$ cat config.mk
export PLATFORM = sky130hd
export DESIGN_NAME = midi_event_byte_encoder_flat
export DESIGN_NICKNAME = d
export VERILOG_FILES = /design/src/rtl/mebe_pkg.sv /design/src/rtl/mebe_if.sv /design/src/rtl/midi_event_byte_encoder.sv /design/src/rtl/mebe_front.sv /design/src/rtl/mebe_queue.sv /design/src/rtl/mebe_back.sv /design/src/flat_wrapper.sv
export SDC_FILE = /design/constraint.sdc
export NUM_CORES = 1
export LEC_CHECK = 0
export BUFFER_PORTS_ARGS = -buffer_cell sky130_fd_sc_hd__buf_4
export CAP_MARGIN = 20
export CORE_MARGIN = 3
export CORE_UTILIZATION = 59
export DETAILED_ROUTE_END_ITERATION = 16
export PLACE_DENSITY = 0.8
export SYNTH_ARGS = -nofsm -noshare
export SYNTH_HDL_FRONTEND = slang
export SYNTH_HIERARCHICAL = 1
export SYNTH_SLANG_ARGS = --single-unit
$ cat constraint.sdc
create_clock -name clk -period 5.2 [get_ports clk]
set_input_delay 1.04 -clock clk [delete_from_list [all_inputs] [get_ports clk]]
set_output_delay 1.04 -clock clk [all_outputs]
set_load 0.005 [all_outputs]
$ cat src/rtl/mebe_pkg.sv
// Package with the shared types, constants and command decode of the MIDI event byte encoder.
`timescale 1ns / 1ps

package mebe_pkg;

  // Item kinds on the input channel.
  localparam logic OP_EVENT   = 1'b0;
  localparam logic OP_PAYLOAD = 1'b1;

  // Status high nibble codes.
  localparam logic [7:0] CMD_NOTE_OFF   = 8'h80;
  localparam logic [7:0] CMD_NOTE_ON    = 8'h90;
  localparam logic [7:0] CMD_POLY_PRESS = 8'hA0;
  localparam logic [7:0] CMD_CTRL_CHG   = 8'hB0;
  localparam logic [7:0] CMD_PROG_CHG   = 8'hC0;
  localparam logic [7:0] CMD_CHAN_PRESS = 8'hD0;
  localparam logic [7:0] CMD_PITCH_BEND = 8'hE0;
  localparam logic [7:0] CMD_META       = 8'hFF;

  localparam logic VLQ_CONT = 1'b1;

  // Fixed byte slots of one job, sent in slot order, skipping disabled ones.
  localparam int SLOTS       = 7;
  localparam int SLOT_VLQ3   = 0;
  localparam int SLOT_VLQ2   = 1;
  localparam int SLOT_VLQ1   = 2;
  localparam int SLOT_VLQ0   = 3;
  localparam int SLOT_STATUS = 4;
  localparam int SLOT_DATA1  = 5;
  localparam int SLOT_DATA2  = 6;

  // Depth of the job queue between front and back.
  localparam int QDEPTH  = 2;
  localparam int QPTR_W  = (QDEPTH > 1) ? $clog2(QDEPTH) : 1;
  localparam int QCNT_W  = $clog2(QDEPTH + 1);

  typedef enum logic [1:0] {
    CLS_TWO,
    CLS_ONE,
    CLS_META,
    CLS_BAD
  } cmd_class_t;

  typedef struct packed {
    logic [SLOTS-1:0][7:0] slot_bytes;
    logic [SLOTS-1:0]      mask;
    logic                  bad;
  } job_t;

  typedef struct packed {
    logic full;
    logic empty;
  } q_status_t;

  function automatic cmd_class_t classify(input logic [7:0] cmd);
    cmd_class_t cls;
    unique case (cmd) inside
      CMD_NOTE_OFF, CMD_NOTE_ON, CMD_POLY_PRESS, CMD_CTRL_CHG, CMD_PITCH_BEND: cls = CLS_TWO;
      CMD_PROG_CHG, CMD_CHAN_PRESS: cls = CLS_ONE;
      CMD_META: cls = CLS_META;
      default: cls = CLS_BAD;
    endcase
    return cls;
  endfunction

endpackage

$ cat src/rtl/mebe_if.sv
// Valid/ready channel interfaces for the event input and the byte output.
`timescale 1ns / 1ps

interface mebe_in_if;
  logic        valid;
  logic        ready;
  logic        op;
  logic        new_track;
  logic [27:0] time_delta;
  logic [7:0]  command;
  logic [3:0]  channel;
  logic [7:0]  data_first;
  logic [7:0]  data_second;
  logic [7:0]  meta_length;
  logic [7:0]  payload_byte;

  modport source (
    output valid, op, new_track, time_delta, command, channel,
           data_first, data_second, meta_length, payload_byte,
    input  ready
  );
  modport sink (
    input  valid, op, new_track, time_delta, command, channel,
           data_first, data_second, meta_length, payload_byte,
    output ready
  );
endinterface

interface mebe_out_if;
  logic       valid;
  logic       ready;
  logic [7:0] out_byte;
  logic       last;
  logic       bad_command;

  modport source (output valid, out_byte, last, bad_command, input ready);
  modport sink (input valid, out_byte, last, bad_command, output ready);
endinterface

$ cat src/rtl/midi_event_byte_encoder.sv
// Top level of the MIDI track event byte encoder.
`timescale 1ns / 1ps

// Encodes track events into the byte stream of a standard MIDI file. An event
// header item yields its delta time as a variable-length quantity (1 to 4
// bytes, 0x80 set on all but the last), then the status byte when it differs
// from the running status or the event is meta, then the data bytes of the
// command (two for 0x80/0x90/0xA0/0xB0/0xE0, one for 0xC0/0xD0, type and
// length for meta 0xFF). A meta payload item yields its one byte unchanged.
// An unrecognized command yields the time and status bytes only, with
// bad_command set on the last one. new_track clears the running status before
// its event. The output delivers one byte per cycle while the receiver keeps
// ready high; an item makes 1 to 7 bytes. Input items are classified on
// acceptance and enter a two-deep job queue, so the input keeps taking items
// while earlier ones are still being sent; an accepted item passes through
// the queue, the current job register and the output register before its
// first byte appears.
module midi_event_byte_encoder (
  input  logic        clk,
  input  logic        rst_n,
  mebe_in_if.sink     in_ch,
  mebe_out_if.source  out_ch
);

  logic                 push;
  logic                 pop;
  mebe_pkg::job_t       push_job;
  mebe_pkg::job_t       head_job;
  mebe_pkg::q_status_t  q_stat;

  // Front end: running status and per-item byte plan.
  mebe_front u_front (
    .clk    (clk),
    .rst_n  (rst_n),
    .in_ch  (in_ch),
    .q_stat (q_stat),
    .push   (push),
    .job    (push_job)
  );

  // Decouples acceptance from byte sequencing.
  mebe_queue u_queue (
    .clk      (clk),
    .rst_n    (rst_n),
    .push     (push),
    .push_job (push_job),
    .pop      (pop),
    .head_job (head_job),
    .q_stat   (q_stat)
  );

  // Back end: one byte per cycle into the output register while the output is not stalled.
  mebe_back u_back (
    .clk      (clk),
    .rst_n    (rst_n),
    .head_job (head_job),
    .q_stat   (q_stat),
    .pop      (pop),
    .out_ch   (out_ch)
  );

endmodule

$ cat src/rtl/mebe_front.sv
// Front end: accepts items, tracks running status and builds the byte job for each item.
`timescale 1ns / 1ps

module mebe_front (
  input  logic              clk,
  input  logic              rst_n,
  mebe_in_if.sink           in_ch,
  input  mebe_pkg::q_status_t q_stat,
  output logic              push,
  output mebe_pkg::job_t    job
);

  logic [7:0]            rs_r;
  logic [7:0]            rs_nxt;
  logic [7:0]            rs_eff;
  logic [7:0]            status;
  logic                  send_status;
  logic                  accept;
  mebe_pkg::cmd_class_t  cls;

  assign in_ch.ready = !q_stat.full;
  assign accept      = in_ch.valid && in_ch.ready;
  assign push        = accept;

  assign cls         = mebe_pkg::classify(in_ch.command);
  assign status      = in_ch.command | {4'h0, in_ch.channel};
  assign rs_eff      = in_ch.new_track ? 8'h00 : rs_r;
  assign send_status = (status != rs_eff) || (cls == mebe_pkg::CLS_META);

  always_comb begin
    job = '0;
    if (in_ch.op == mebe_pkg::OP_PAYLOAD) begin
      job.slot_bytes[mebe_pkg::SLOT_VLQ0] = in_ch.payload_byte;
      job.mask[mebe_pkg::SLOT_VLQ0]       = 1'b1;
    end else begin
      job.slot_bytes[mebe_pkg::SLOT_VLQ3]   = {mebe_pkg::VLQ_CONT, in_ch.time_delta[27:21]};
      job.slot_bytes[mebe_pkg::SLOT_VLQ2]   = {mebe_pkg::VLQ_CONT, in_ch.time_delta[20:14]};
      job.slot_bytes[mebe_pkg::SLOT_VLQ1]   = {mebe_pkg::VLQ_CONT, in_ch.time_delta[13:7]};
      job.slot_bytes[mebe_pkg::SLOT_VLQ0]   = {1'b0, in_ch.time_delta[6:0]};
      job.slot_bytes[mebe_pkg::SLOT_STATUS] = status;
      job.slot_bytes[mebe_pkg::SLOT_DATA1]  = in_ch.data_first;
      job.slot_bytes[mebe_pkg::SLOT_DATA2]  =
        (cls == mebe_pkg::CLS_META) ? in_ch.meta_length : in_ch.data_second;
      job.mask[mebe_pkg::SLOT_VLQ3]   = |in_ch.time_delta[27:21];
      job.mask[mebe_pkg::SLOT_VLQ2]   = |in_ch.time_delta[27:14];
      job.mask[mebe_pkg::SLOT_VLQ1]   = |in_ch.time_delta[27:7];
      job.mask[mebe_pkg::SLOT_VLQ0]   = 1'b1;
      job.mask[mebe_pkg::SLOT_STATUS] = send_status;
      job.mask[mebe_pkg::SLOT_DATA1]  = (cls != mebe_pkg::CLS_BAD);
      job.mask[mebe_pkg::SLOT_DATA2]  = (cls == mebe_pkg::CLS_TWO) || (cls == mebe_pkg::CLS_META);
      job.bad                         = (cls == mebe_pkg::CLS_BAD);
    end
  end

  always_comb begin
    rs_nxt = rs_r;
    if (accept && (in_ch.op == mebe_pkg::OP_EVENT)) begin
      rs_nxt = send_status ? status : rs_eff;
    end
  end

  always_ff @(posedge clk) begin
    if (!rst_n) begin
      rs_r <= 8'h00;
    end else begin
      rs_r <= rs_nxt;
    end
  end

  // A sent status byte becomes the running status.
  a_rs_follows_status: assert property (@(posedge clk) disable iff (!rst_n)
    accept && (in_ch.op == mebe_pkg::OP_EVENT) && send_status |=> rs_r == $past(status))
    else $error("running status did not take the sent status byte");

endmodule

$ cat src/rtl/mebe_queue.sv
// Short job queue between the front end and the byte sequencer.
`timescale 1ns / 1ps

module mebe_queue (
  input  logic                  clk,
  input  logic                  rst_n,
  input  logic                  push,
  input  mebe_pkg::job_t        push_job,
  input  logic                  pop,
  output mebe_pkg::job_t        head_job,
  output mebe_pkg::q_status_t   q_stat
);

  mebe_pkg::job_t                 store_r [mebe_pkg::QDEPTH];
  logic [mebe_pkg::QPTR_W-1:0]    wr_ptr_r, wr_ptr_nxt;
  logic [mebe_pkg::QPTR_W-1:0]    rd_ptr_r, rd_ptr_nxt;
  logic [mebe_pkg::QCNT_W-1:0]    count_r, count_nxt;

  localparam logic [mebe_pkg::QPTR_W-1:0] PTR_LAST = mebe_pkg::QPTR_W'(mebe_pkg::QDEPTH - 1);
  localparam logic [mebe_pkg::QCNT_W-1:0] CNT_FULL = mebe_pkg::QCNT_W'(mebe_pkg::QDEPTH);

  assign q_stat.full  = (count_r == CNT_FULL);
  assign q_stat.empty = (count_r == '0);
  assign head_job     = store_r[rd_ptr_r];

  always_comb begin
    wr_ptr_nxt = wr_ptr_r;
    rd_ptr_nxt = rd_ptr_r;
    count_nxt  = count_r;
    if (push) begin
      wr_ptr_nxt = (wr_ptr_r == PTR_LAST) ? '0 : wr_ptr_r + 1'b1;
    end
    if (pop) begin
      rd_ptr_nxt = (rd_ptr_r == PTR_LAST) ? '0 : rd_ptr_r + 1'b1;
    end
    if (push && !pop) begin
      count_nxt = count_r + 1'b1;
    end else if (pop && !push) begin
      count_nxt = count_r - 1'b1;
    end
  end

  always_ff @(posedge clk) begin
    if (!rst_n) begin
      wr_ptr_r <= '0;
      rd_ptr_r <= '0;
      count_r  <= '0;
    end else begin
      wr_ptr_r <= wr_ptr_nxt;
      rd_ptr_r <= rd_ptr_nxt;
      count_r  <= count_nxt;
    end
  end

  always_ff @(posedge clk) begin
    if (push) begin
      store_r[wr_ptr_r] <= push_job;
    end
  end

  a_no_overflow: assert property (@(posedge clk) disable iff (!rst_n)
    push |-> !q_stat.full)
    else $error("job pushed into a full queue");

  a_no_underflow: assert property (@(posedge clk) disable iff (!rst_n)
    pop |-> !q_stat.empty)
    else $error("job popped from an empty queue");

endmodule

$ cat src/rtl/mebe_back.sv
// Back end: walks the enabled byte slots of each job and drives the output register.
`timescale 1ns / 1ps

module mebe_back (
  input  logic                clk,
  input  logic                rst_n,
  input  mebe_pkg::job_t      head_job,
  input  mebe_pkg::q_status_t q_stat,
  output logic                pop,
  mebe_out_if.source          out_ch
);

  logic                          cur_valid_r, cur_valid_nxt;
  mebe_pkg::job_t                cur_r, cur_nxt;
  logic [mebe_pkg::SLOTS-1:0]    sel;
  logic [mebe_pkg::SLOTS-1:0]    rem;
  logic [7:0]                    sel_byte;
  logic                          sel_last;
  logic                          out_load;
  logic                          cur_done;

  logic                          out_valid_r;
  logic [7:0]                    out_byte_r;
  logic                          out_last_r;
  logic                          out_bad_r;

  // Lowest enabled slot goes out next.
  assign sel      = cur_r.mask & (~cur_r.mask + 1'b1);
  assign rem      = cur_r.mask & ~sel;
  assign sel_last = (rem == '0);

  always_comb begin
    sel_byte = '0;
    for (int i = 0; i < mebe_pkg::SLOTS; i++) begin
      sel_byte = sel_byte | (cur_r.slot_bytes[i] & {8{sel[i]}});
    end
  end

  assign out_load = cur_valid_r && (!out_valid_r || out_ch.ready);
  assign cur_done = out_load && sel_last;
  assign pop      = !q_stat.empty && (!cur_valid_r || cur_done);

  always_comb begin
    cur_valid_nxt = cur_valid_r;
    cur_nxt       = cur_r;
    if (pop) begin
      cur_valid_nxt = 1'b1;
      cur_nxt       = head_job;
    end else if (cur_done) begin
      cur_valid_nxt = 1'b0;
    end else if (out_load) begin
      cur_nxt.mask = rem;
    end
  end

  always_ff @(posedge clk) begin
    if (!rst_n) begin
      cur_valid_r <= 1'b0;
      out_valid_r <= 1'b0;
    end else begin
      cur_valid_r <= cur_valid_nxt;
      if (out_load) begin
        out_valid_r <= 1'b1;
      end else if (out_ch.ready) begin
        out_valid_r <= 1'b0;
      end
    end
  end

  always_ff @(posedge clk) begin
    cur_r <= cur_nxt;
    if (out_load) begin
      out_byte_r <= sel_byte;
      out_last_r <= sel_last;
      out_bad_r  <= sel_last && cur_r.bad;
    end
  end

  assign out_ch.valid       = out_valid_r;
  assign out_ch.out_byte    = out_byte_r;
  assign out_ch.last        = out_last_r;
  assign out_ch.bad_command = out_bad_r;

  // Every job holds at least its low time byte or payload byte.
  a_job_nonempty: assert property (@(posedge clk) disable iff (!rst_n)
    cur_valid_r |-> cur_r.mask != '0)
    else $error("active job has no bytes left");

  a_bad_on_last: assert property (@(posedge clk) disable iff (!rst_n)
    out_valid_r && out_bad_r |-> out_last_r)
    else $error("bad command flag on a byte that is not the last");

endmodule
$ cat src/flat_wrapper.sv
// flat-port wrapper written by rule: the top's interface ports become plain ports
module midi_event_byte_encoder_flat 
  (clk, rst_n, in_ch_valid, in_ch_op, in_ch_new_track, in_ch_time_delta, in_ch_command, in_ch_channel, in_ch_data_first, in_ch_data_second, in_ch_meta_length, in_ch_payload_byte, in_ch_ready, out_ch_valid, out_ch_out_byte, out_ch_last, out_ch_bad_command, out_ch_ready);
  mebe_in_if in_ch_i ();
  mebe_out_if out_ch_i ();
  input  logic clk;
  input  logic rst_n;
  input wire logic [$bits(in_ch_i.valid)-1:0] in_ch_valid;
  input wire logic [$bits(in_ch_i.op)-1:0] in_ch_op;
  input wire logic [$bits(in_ch_i.new_track)-1:0] in_ch_new_track;
  input wire logic [$bits(in_ch_i.time_delta)-1:0] in_ch_time_delta;
  input wire logic [$bits(in_ch_i.command)-1:0] in_ch_command;
  input wire logic [$bits(in_ch_i.channel)-1:0] in_ch_channel;
  input wire logic [$bits(in_ch_i.data_first)-1:0] in_ch_data_first;
  input wire logic [$bits(in_ch_i.data_second)-1:0] in_ch_data_second;
  input wire logic [$bits(in_ch_i.meta_length)-1:0] in_ch_meta_length;
  input wire logic [$bits(in_ch_i.payload_byte)-1:0] in_ch_payload_byte;
  output wire logic [$bits(in_ch_i.ready)-1:0] in_ch_ready;
  output wire logic [$bits(out_ch_i.valid)-1:0] out_ch_valid;
  output wire logic [$bits(out_ch_i.out_byte)-1:0] out_ch_out_byte;
  output wire logic [$bits(out_ch_i.last)-1:0] out_ch_last;
  output wire logic [$bits(out_ch_i.bad_command)-1:0] out_ch_bad_command;
  input wire logic [$bits(out_ch_i.ready)-1:0] out_ch_ready;
  assign in_ch_i.valid = in_ch_valid;
  assign in_ch_i.op = in_ch_op;
  assign in_ch_i.new_track = in_ch_new_track;
  assign in_ch_i.time_delta = in_ch_time_delta;
  assign in_ch_i.command = in_ch_command;
  assign in_ch_i.channel = in_ch_channel;
  assign in_ch_i.data_first = in_ch_data_first;
  assign in_ch_i.data_second = in_ch_data_second;
  assign in_ch_i.meta_length = in_ch_meta_length;
  assign in_ch_i.payload_byte = in_ch_payload_byte;
  assign in_ch_ready = in_ch_i.ready;
  assign out_ch_valid = out_ch_i.valid;
  assign out_ch_out_byte = out_ch_i.out_byte;
  assign out_ch_last = out_ch_i.last;
  assign out_ch_bad_command = out_ch_i.bad_command;
  assign out_ch_i.ready = out_ch_ready;
  midi_event_byte_encoder u_core (.clk(clk), .rst_n(rst_n), .in_ch(in_ch_i), .out_ch(out_ch_i));
endmodule
# --- Word-level counts from Yosys, hierarchy flattened ---
# Memories as Yosys holds them, arrays and structs flattened. A register that Yosys moved wholly into a read port is not among the register bits.
# Cells that the tools add are included.
classes:
  addsub: 5
  eq_ne: 14
  n_mux: 23
  bitwise: 19
  n_reduce_logical: 31
ops:
  columns: ["op", "count"]
  rows:
  - ["equality test 8 bit (second input constant)", 8]
  - ["bitwise AND 8 bit", 7]
  - ["OR 8 bit", 6]
  - ["2-to-1 mux 8 bit", 4]
  - ["2-to-1 mux 27 bit", 1]
  - ["2-to-1 mux 24 bit", 1]
  - ["2-to-1 mux 7 bit", 3]
  - ["OR reduction 21 bit", 1]
  - ["bitwise AND 7 bit", 2]
  - ["inverter 7 bit", 2]
  - ["OR reduction 14 bit", 1]
  - ["2-to-1 mux 1 bit", 10]
  - ["logical AND 1 bit", 8]
  - ["!= test 8 bit", 1]
  - ["OR 8 x 4 -> 8 bit", 1]
  - ["nonzero test 2 bit", 4]
  - ["adder 7 x 1 -> 7 bit (second input constant)", 1]
  - ["logical NOT 7 bit", 1]
  - ["OR reduction 7 bit", 1]
  - ["equality test 2 bit (second input constant)", 3]
  - ["logical NOT 1 bit", 6]
  - ["one-hot mux 2 bit (3 select lines)", 1]
  - ["OR reduction 5 bit", 1]
  - ["logical NOT 2 bit", 2]
  - ["11 further kinds", 16]
totals:
  ff_bits: 88
  ram_bits: 126
  inputBits: 78
  out_inout_bits: 12
  wordCells: 111
  n_memories: 1
memory_table:
  columns: ["name", "words", "word_bits", "read_ports", "rd_ports_with_merged_regs", "wr", "line", "rtl"]
  rows:
  - ["u_core.u_queue.store_r", 2, 63, 1, 1, 1, "mebe_queue.sv:14", "mebe_pkg::job_t store_r [mebe_pkg::QDEPTH];"]

# --- Longest topological paths before layout ---
depth:
  ltp_word: 12
  depth_mapped: 10
  depth_no_buf: 9

# --- By module ---
# The synthesis kept the hierarchy.
modules_own_cells:
  columns: ["mod", "n_inst", "cells_per_inst", "area_each_um2", "seq_area_each_um2"]
  rows:
  - ["mebe_queue", 1, 221, 4858.4, 3943.8]
  - ["mebe_back", 1, 189, 3015.4, 2262.2]
  - ["mebe_front", 1, 176, 1163.6, 160.2]

# --- Least setup slack after synthesis ---
# No wires, ideal clock.
synth_timing:
  path_type: "input-to-reg"
  from: "input port in_ch_valid"
  to: "memory u_core/u_queue/store_r[0][0] (netlist name) (enable)"
  setup_ns: 0.495
  t_arrival_ns: 4.183
  required_ns: 4.705
  setup_slack_ns: 0.522
  path_stages: 2
  path_buffers: 0
  path_cell_list: "nor2b_1 -> nor2b_1"
synth_via:
  elab_chain_len: 3
synth_rtl:
  columns: ["element", "line", "rtl"]
  rows:
  - ["start, declared", "flat_wrapper.sv:8", "input wire logic [$bits(in_ch_i.valid)-1:0] in_ch_valid;"]
  - ["logical AND 1 bit", "mebe_front.sv:22", "assign accept = in_ch.valid && in_ch.ready;"]
  - ["2-to-1 mux 1 bit", "mebe_queue.sv:56", "if (push) begin"]
  - ["2-to-1 mux 1 bit (implied by the code)", "mebe_queue.sv:57", "store_r[wr_ptr_r] <= push_job;"]
  - ["end, declared", "mebe_queue.sv:14", null]
# Every way passes these cells.

==> metrics.csv <==
stage,metric,value,unit
floorplanning,core_region_area,14800,um^2
clock_network,cts-root-buf,clkbuf_16,
synth,netlist.area_leader.share,67.1,%
placed_design,dpl-instance-area,9780,um^2
critical_path,cp-start-kind,flop,
outcome,status,"complete, no violations",
synth,synthAdderAreaFrac,0.249,%
sta,setup_slack,2.03,ns
layout,area_growth_syn_to_layout,15.5,%
drt,drc_errors,0,
grt,grt_max_degree,66,
clock_network,cts.sinks,217,
drt,vias,5201,
layout,nets,749,
grt,grt.met1_usage,29.9,%
synth,ys_seq_area_share,70.4,%
synth,syn_inst,586,
synth,synth_xor_xnor_area_share,0.581,%
clock_network,cts_resized,0,
sta,period_share,61.0,%
placed_design,hpwl,11500,um
grt,gr-total-overflow,0,
drt,dr.pass1.iters,6,
drt,via_per_inst,5.99,
synth,synth.distinct_cells,59,
floorplanning,die_h,130,um
floorplanning,fp.dieArea,16800,um^2
sta,rsz0062_at_grt,false,
sta,hold_viol,0,
layout,fin_util,70.8,%
layout,drive_above_1_share,30.5,%
clock_network,post_cts_buffers,0,
sta,fmax,315,MHz
grt,top_usage_layer,met2,
sta,slew_viol_final,0,
synth,yosys.area_share.simple,8.74,%
layout,stdcell_count,869,
grt,grt_pass1_wl,27300,um
synth,synth_compound_area_share,7.52,%
pwr,totalPowerFinal,5.49,mW
synth,yosys_register_bits,217,
drt,antenna_left,0,
drt,drtIter0Drc,576,
synth,synth_flop_cell,edfxtp_1,
pwr,power_density,526,nW/um^2
floorplanning,io_pins,90,
floorplanning,start_util,61.3,%
sta,skew,0.00897,ns
hold_path,min_path_type,flop to flop,
placed_design,dp_cells,830,
synth,synth_mux_area_share,9.62,%
grt,antenna_found_initial,0,
critical_path,cp-end-kind,flop,
pwr,leakage,3.69,nW
clock_network,cts_tree,built,
sta,tightestPinTransition,0.954,ns
sta,slew-limit-headroom,36.3,%
critical_path,critical_path.max_fanout,65,
synth,synth_area_leaders,"edfxtp_1, mux2_2, dfxtp_1",
floorplanning,die_w,130,um
grt,grt_pass1_vias,5084,
sta,tns,0,ns
layout,antenna_cells,0,
synth,async_reset_ff_share,0,%
grt,use_met3,3.44,%
clock_network,clkTransAtPathRegs,0.06,ns
clock_network,insertion_delay,0.49,ns
floorplanning,rows,44,
drt,wl,17500,um
synth,synth_area,9040,um^2
grt,grt_use_total,20.9,%
sta,holdWs,0.493,ns
layout,n_fill_cell,939,
clock_network,cts_buffers,21,
placed_design,io_buffers,89,
clock_network,cts_htree_levels,1,
pwr,irDropWorstVdd,0.368,mV
placed_design,place_ws,2.05,ns
sta,finalCriticalPeriod,3.17,ns
sta,setup_viol,0,
critical_path,critPathArrivalTime,3.41,ns
synth,yosys.area.top_type,edfxtp_1,
clock_network,ctsHoldBuffers,0,
synth,synth_edf_count,202,
clock_network,cts_buffer_depth,3,
critical_path,crit_type,flop to flop,
layout,seq_area,6370,um^2
drt,wl_per_cell,20.1,um
layout,finalInstanceArea,10400,um^2
run,maxCapViolCount,0,
synth,syn_nets,665,
placed_design,routabilityCongestion,0.892,
synth,ys_warn_count,6,
critical_path,worstPathRequired,5.44,ns
synth,synth_top_family_by_area,multiplexers,
layout,multi_input_area,2430,um^2
synth,syn_avg_cell_area,15.4,um^2
grt,use_met2,34.6,%
## final cells by class
cell class                      instances  area share [%]
Clock buffer                           26            5.21
Clock inverter                         12            1.03
Inverter                               16           0.575
Multi-Input combinational cell        320            23.2
Sequential cell                       217            61.0
Tap cell                              184            2.20
Timing Repair Buffer                   94            6.76
## critical path, stage by stage, from the launching register on
cell	delay, ns
edfxtp_1	0.69
or3_4	0.51
nor4_4	0.24
a21oi_2	0.12
a311oi_4	0.29
buf_4	0.69
mux2_4	0.35
## state kept, by name, summed over array words and instances (netlist names), named ones only
register / flops
u_core/u_queue/store_r: 128
u_core/u_back/cur_r: 64
u_core/u_back/out_ch.out_byte: 8
u_core/u_front/rs_r: 8
u_core/u_queue/count_r: 2
u_core/u_back/cur_valid_r: 1
u_core/u_back/out_ch.bad_command: 1
u_core/u_back/out_ch.last: 1
u_core/u_back/out_ch.valid: 1
u_core/u_queue/rd_ptr_r: 1
u_core/u_queue/wr_ptr_r: 1
## metal layers
layer | wire length, um | share of wire, % | vias up
met5 | 0 | 0 | -
li1 | - | - | 2397
met4 | 268 | 1.5 | 0
met2 | 8740 | 50 | 214
met1 | 7280 | 42 | 2566
met3 | 1200 | 6.8 | 24
## Yosys cell counts (all sizes together), types with 2 or more instances
| cell type | count |
|---|---|
| edfxtp | 202 |
| mux2 | 73 |
| nor2b | 39 |
| nand2 | 32 |
| nor2 | 26 |
| clkbuf | 18 |
| a22oi | 16 |
| inv | 16 |
| buf | 15 |
| dfxtp | 15 |
| a21oi | 14 |
| and2 | 10 |
| o21ai | 10 |
| nor4 | 9 |
| a221oi | 8 |
| a22o | 8 |
| o32ai | 8 |
| nor3 | 6 |
| or3 | 6 |
| and3 | 5 |
| o21a | 5 |
| mux2i | 4 |
| xor2 | 4 |
| a211oi | 3 |
| a21boi | 3 |
| nand3 | 3 |
| o21ba | 3 |
| nand2b | 2 |
| o22ai | 2 |
| xnor2 | 2 |
## final timing paths
kind | depth (start not counted) | startpoint | to | slack (ns)
max | 6 | u_core/u_back/cur_r[1] | u_core/u_back/cur_r[6] | 2.03
min | 2 | u_core/u_front/rs_r[1] | u_core/u_front/rs_r[1] | 0.49
max reg2reg | 6 | u_core/u_back/cur_r[1] | u_core/u_back/cur_r[6] | 2.03
min reg2reg | 2 | u_core/u_front/rs_r[1] | u_core/u_front/rs_r[1] | 0.49
## report_power, final
part	switching [mW]	internal [mW]	total [mW]	leakage, nW
Clock	0.591	0.843	1.43	0.321
Combinational	0.651	0.534	1.18	1.33
Sequential	0.294	2.58	2.88	2.04
## logic make-up (layout without fill, tap and decap cells)
family,count (synthesis),count (layout)
adder cells (fa/ha/maj),2,2
AND/OR/NAND/NOR,145,145
buffers and inverters,49,148
flip-flops,217,217
multiplexers,77,77
other,1,1
XOR/XNOR,6,6
AO/OA/AOI/OAI,89,89
## cell usage in the layout, fill, tap and decap left out, drive strengths merged, types with 2 or more instances in the layout
cell	n
edfxtp	202
buf	93
mux2	73
nor2b	39
nand2	32
clkbuf	27
nor2	26
inv	17
a22oi	16
dfxtp	15
a21oi	14
o21ai	10
and2	10
nor4	9
clkinv	9
a221oi	8
a22o	8
o32ai	8
nor3	6
or3	6
o21a	5
and3	5
mux2i	4
xor2	4
nand3	3
o21ba	3
a21boi	3
a211oi	3
bufinv	2
nand2b	2
xnor2	2
o22ai	2
(Power assumes the default switching activity.)
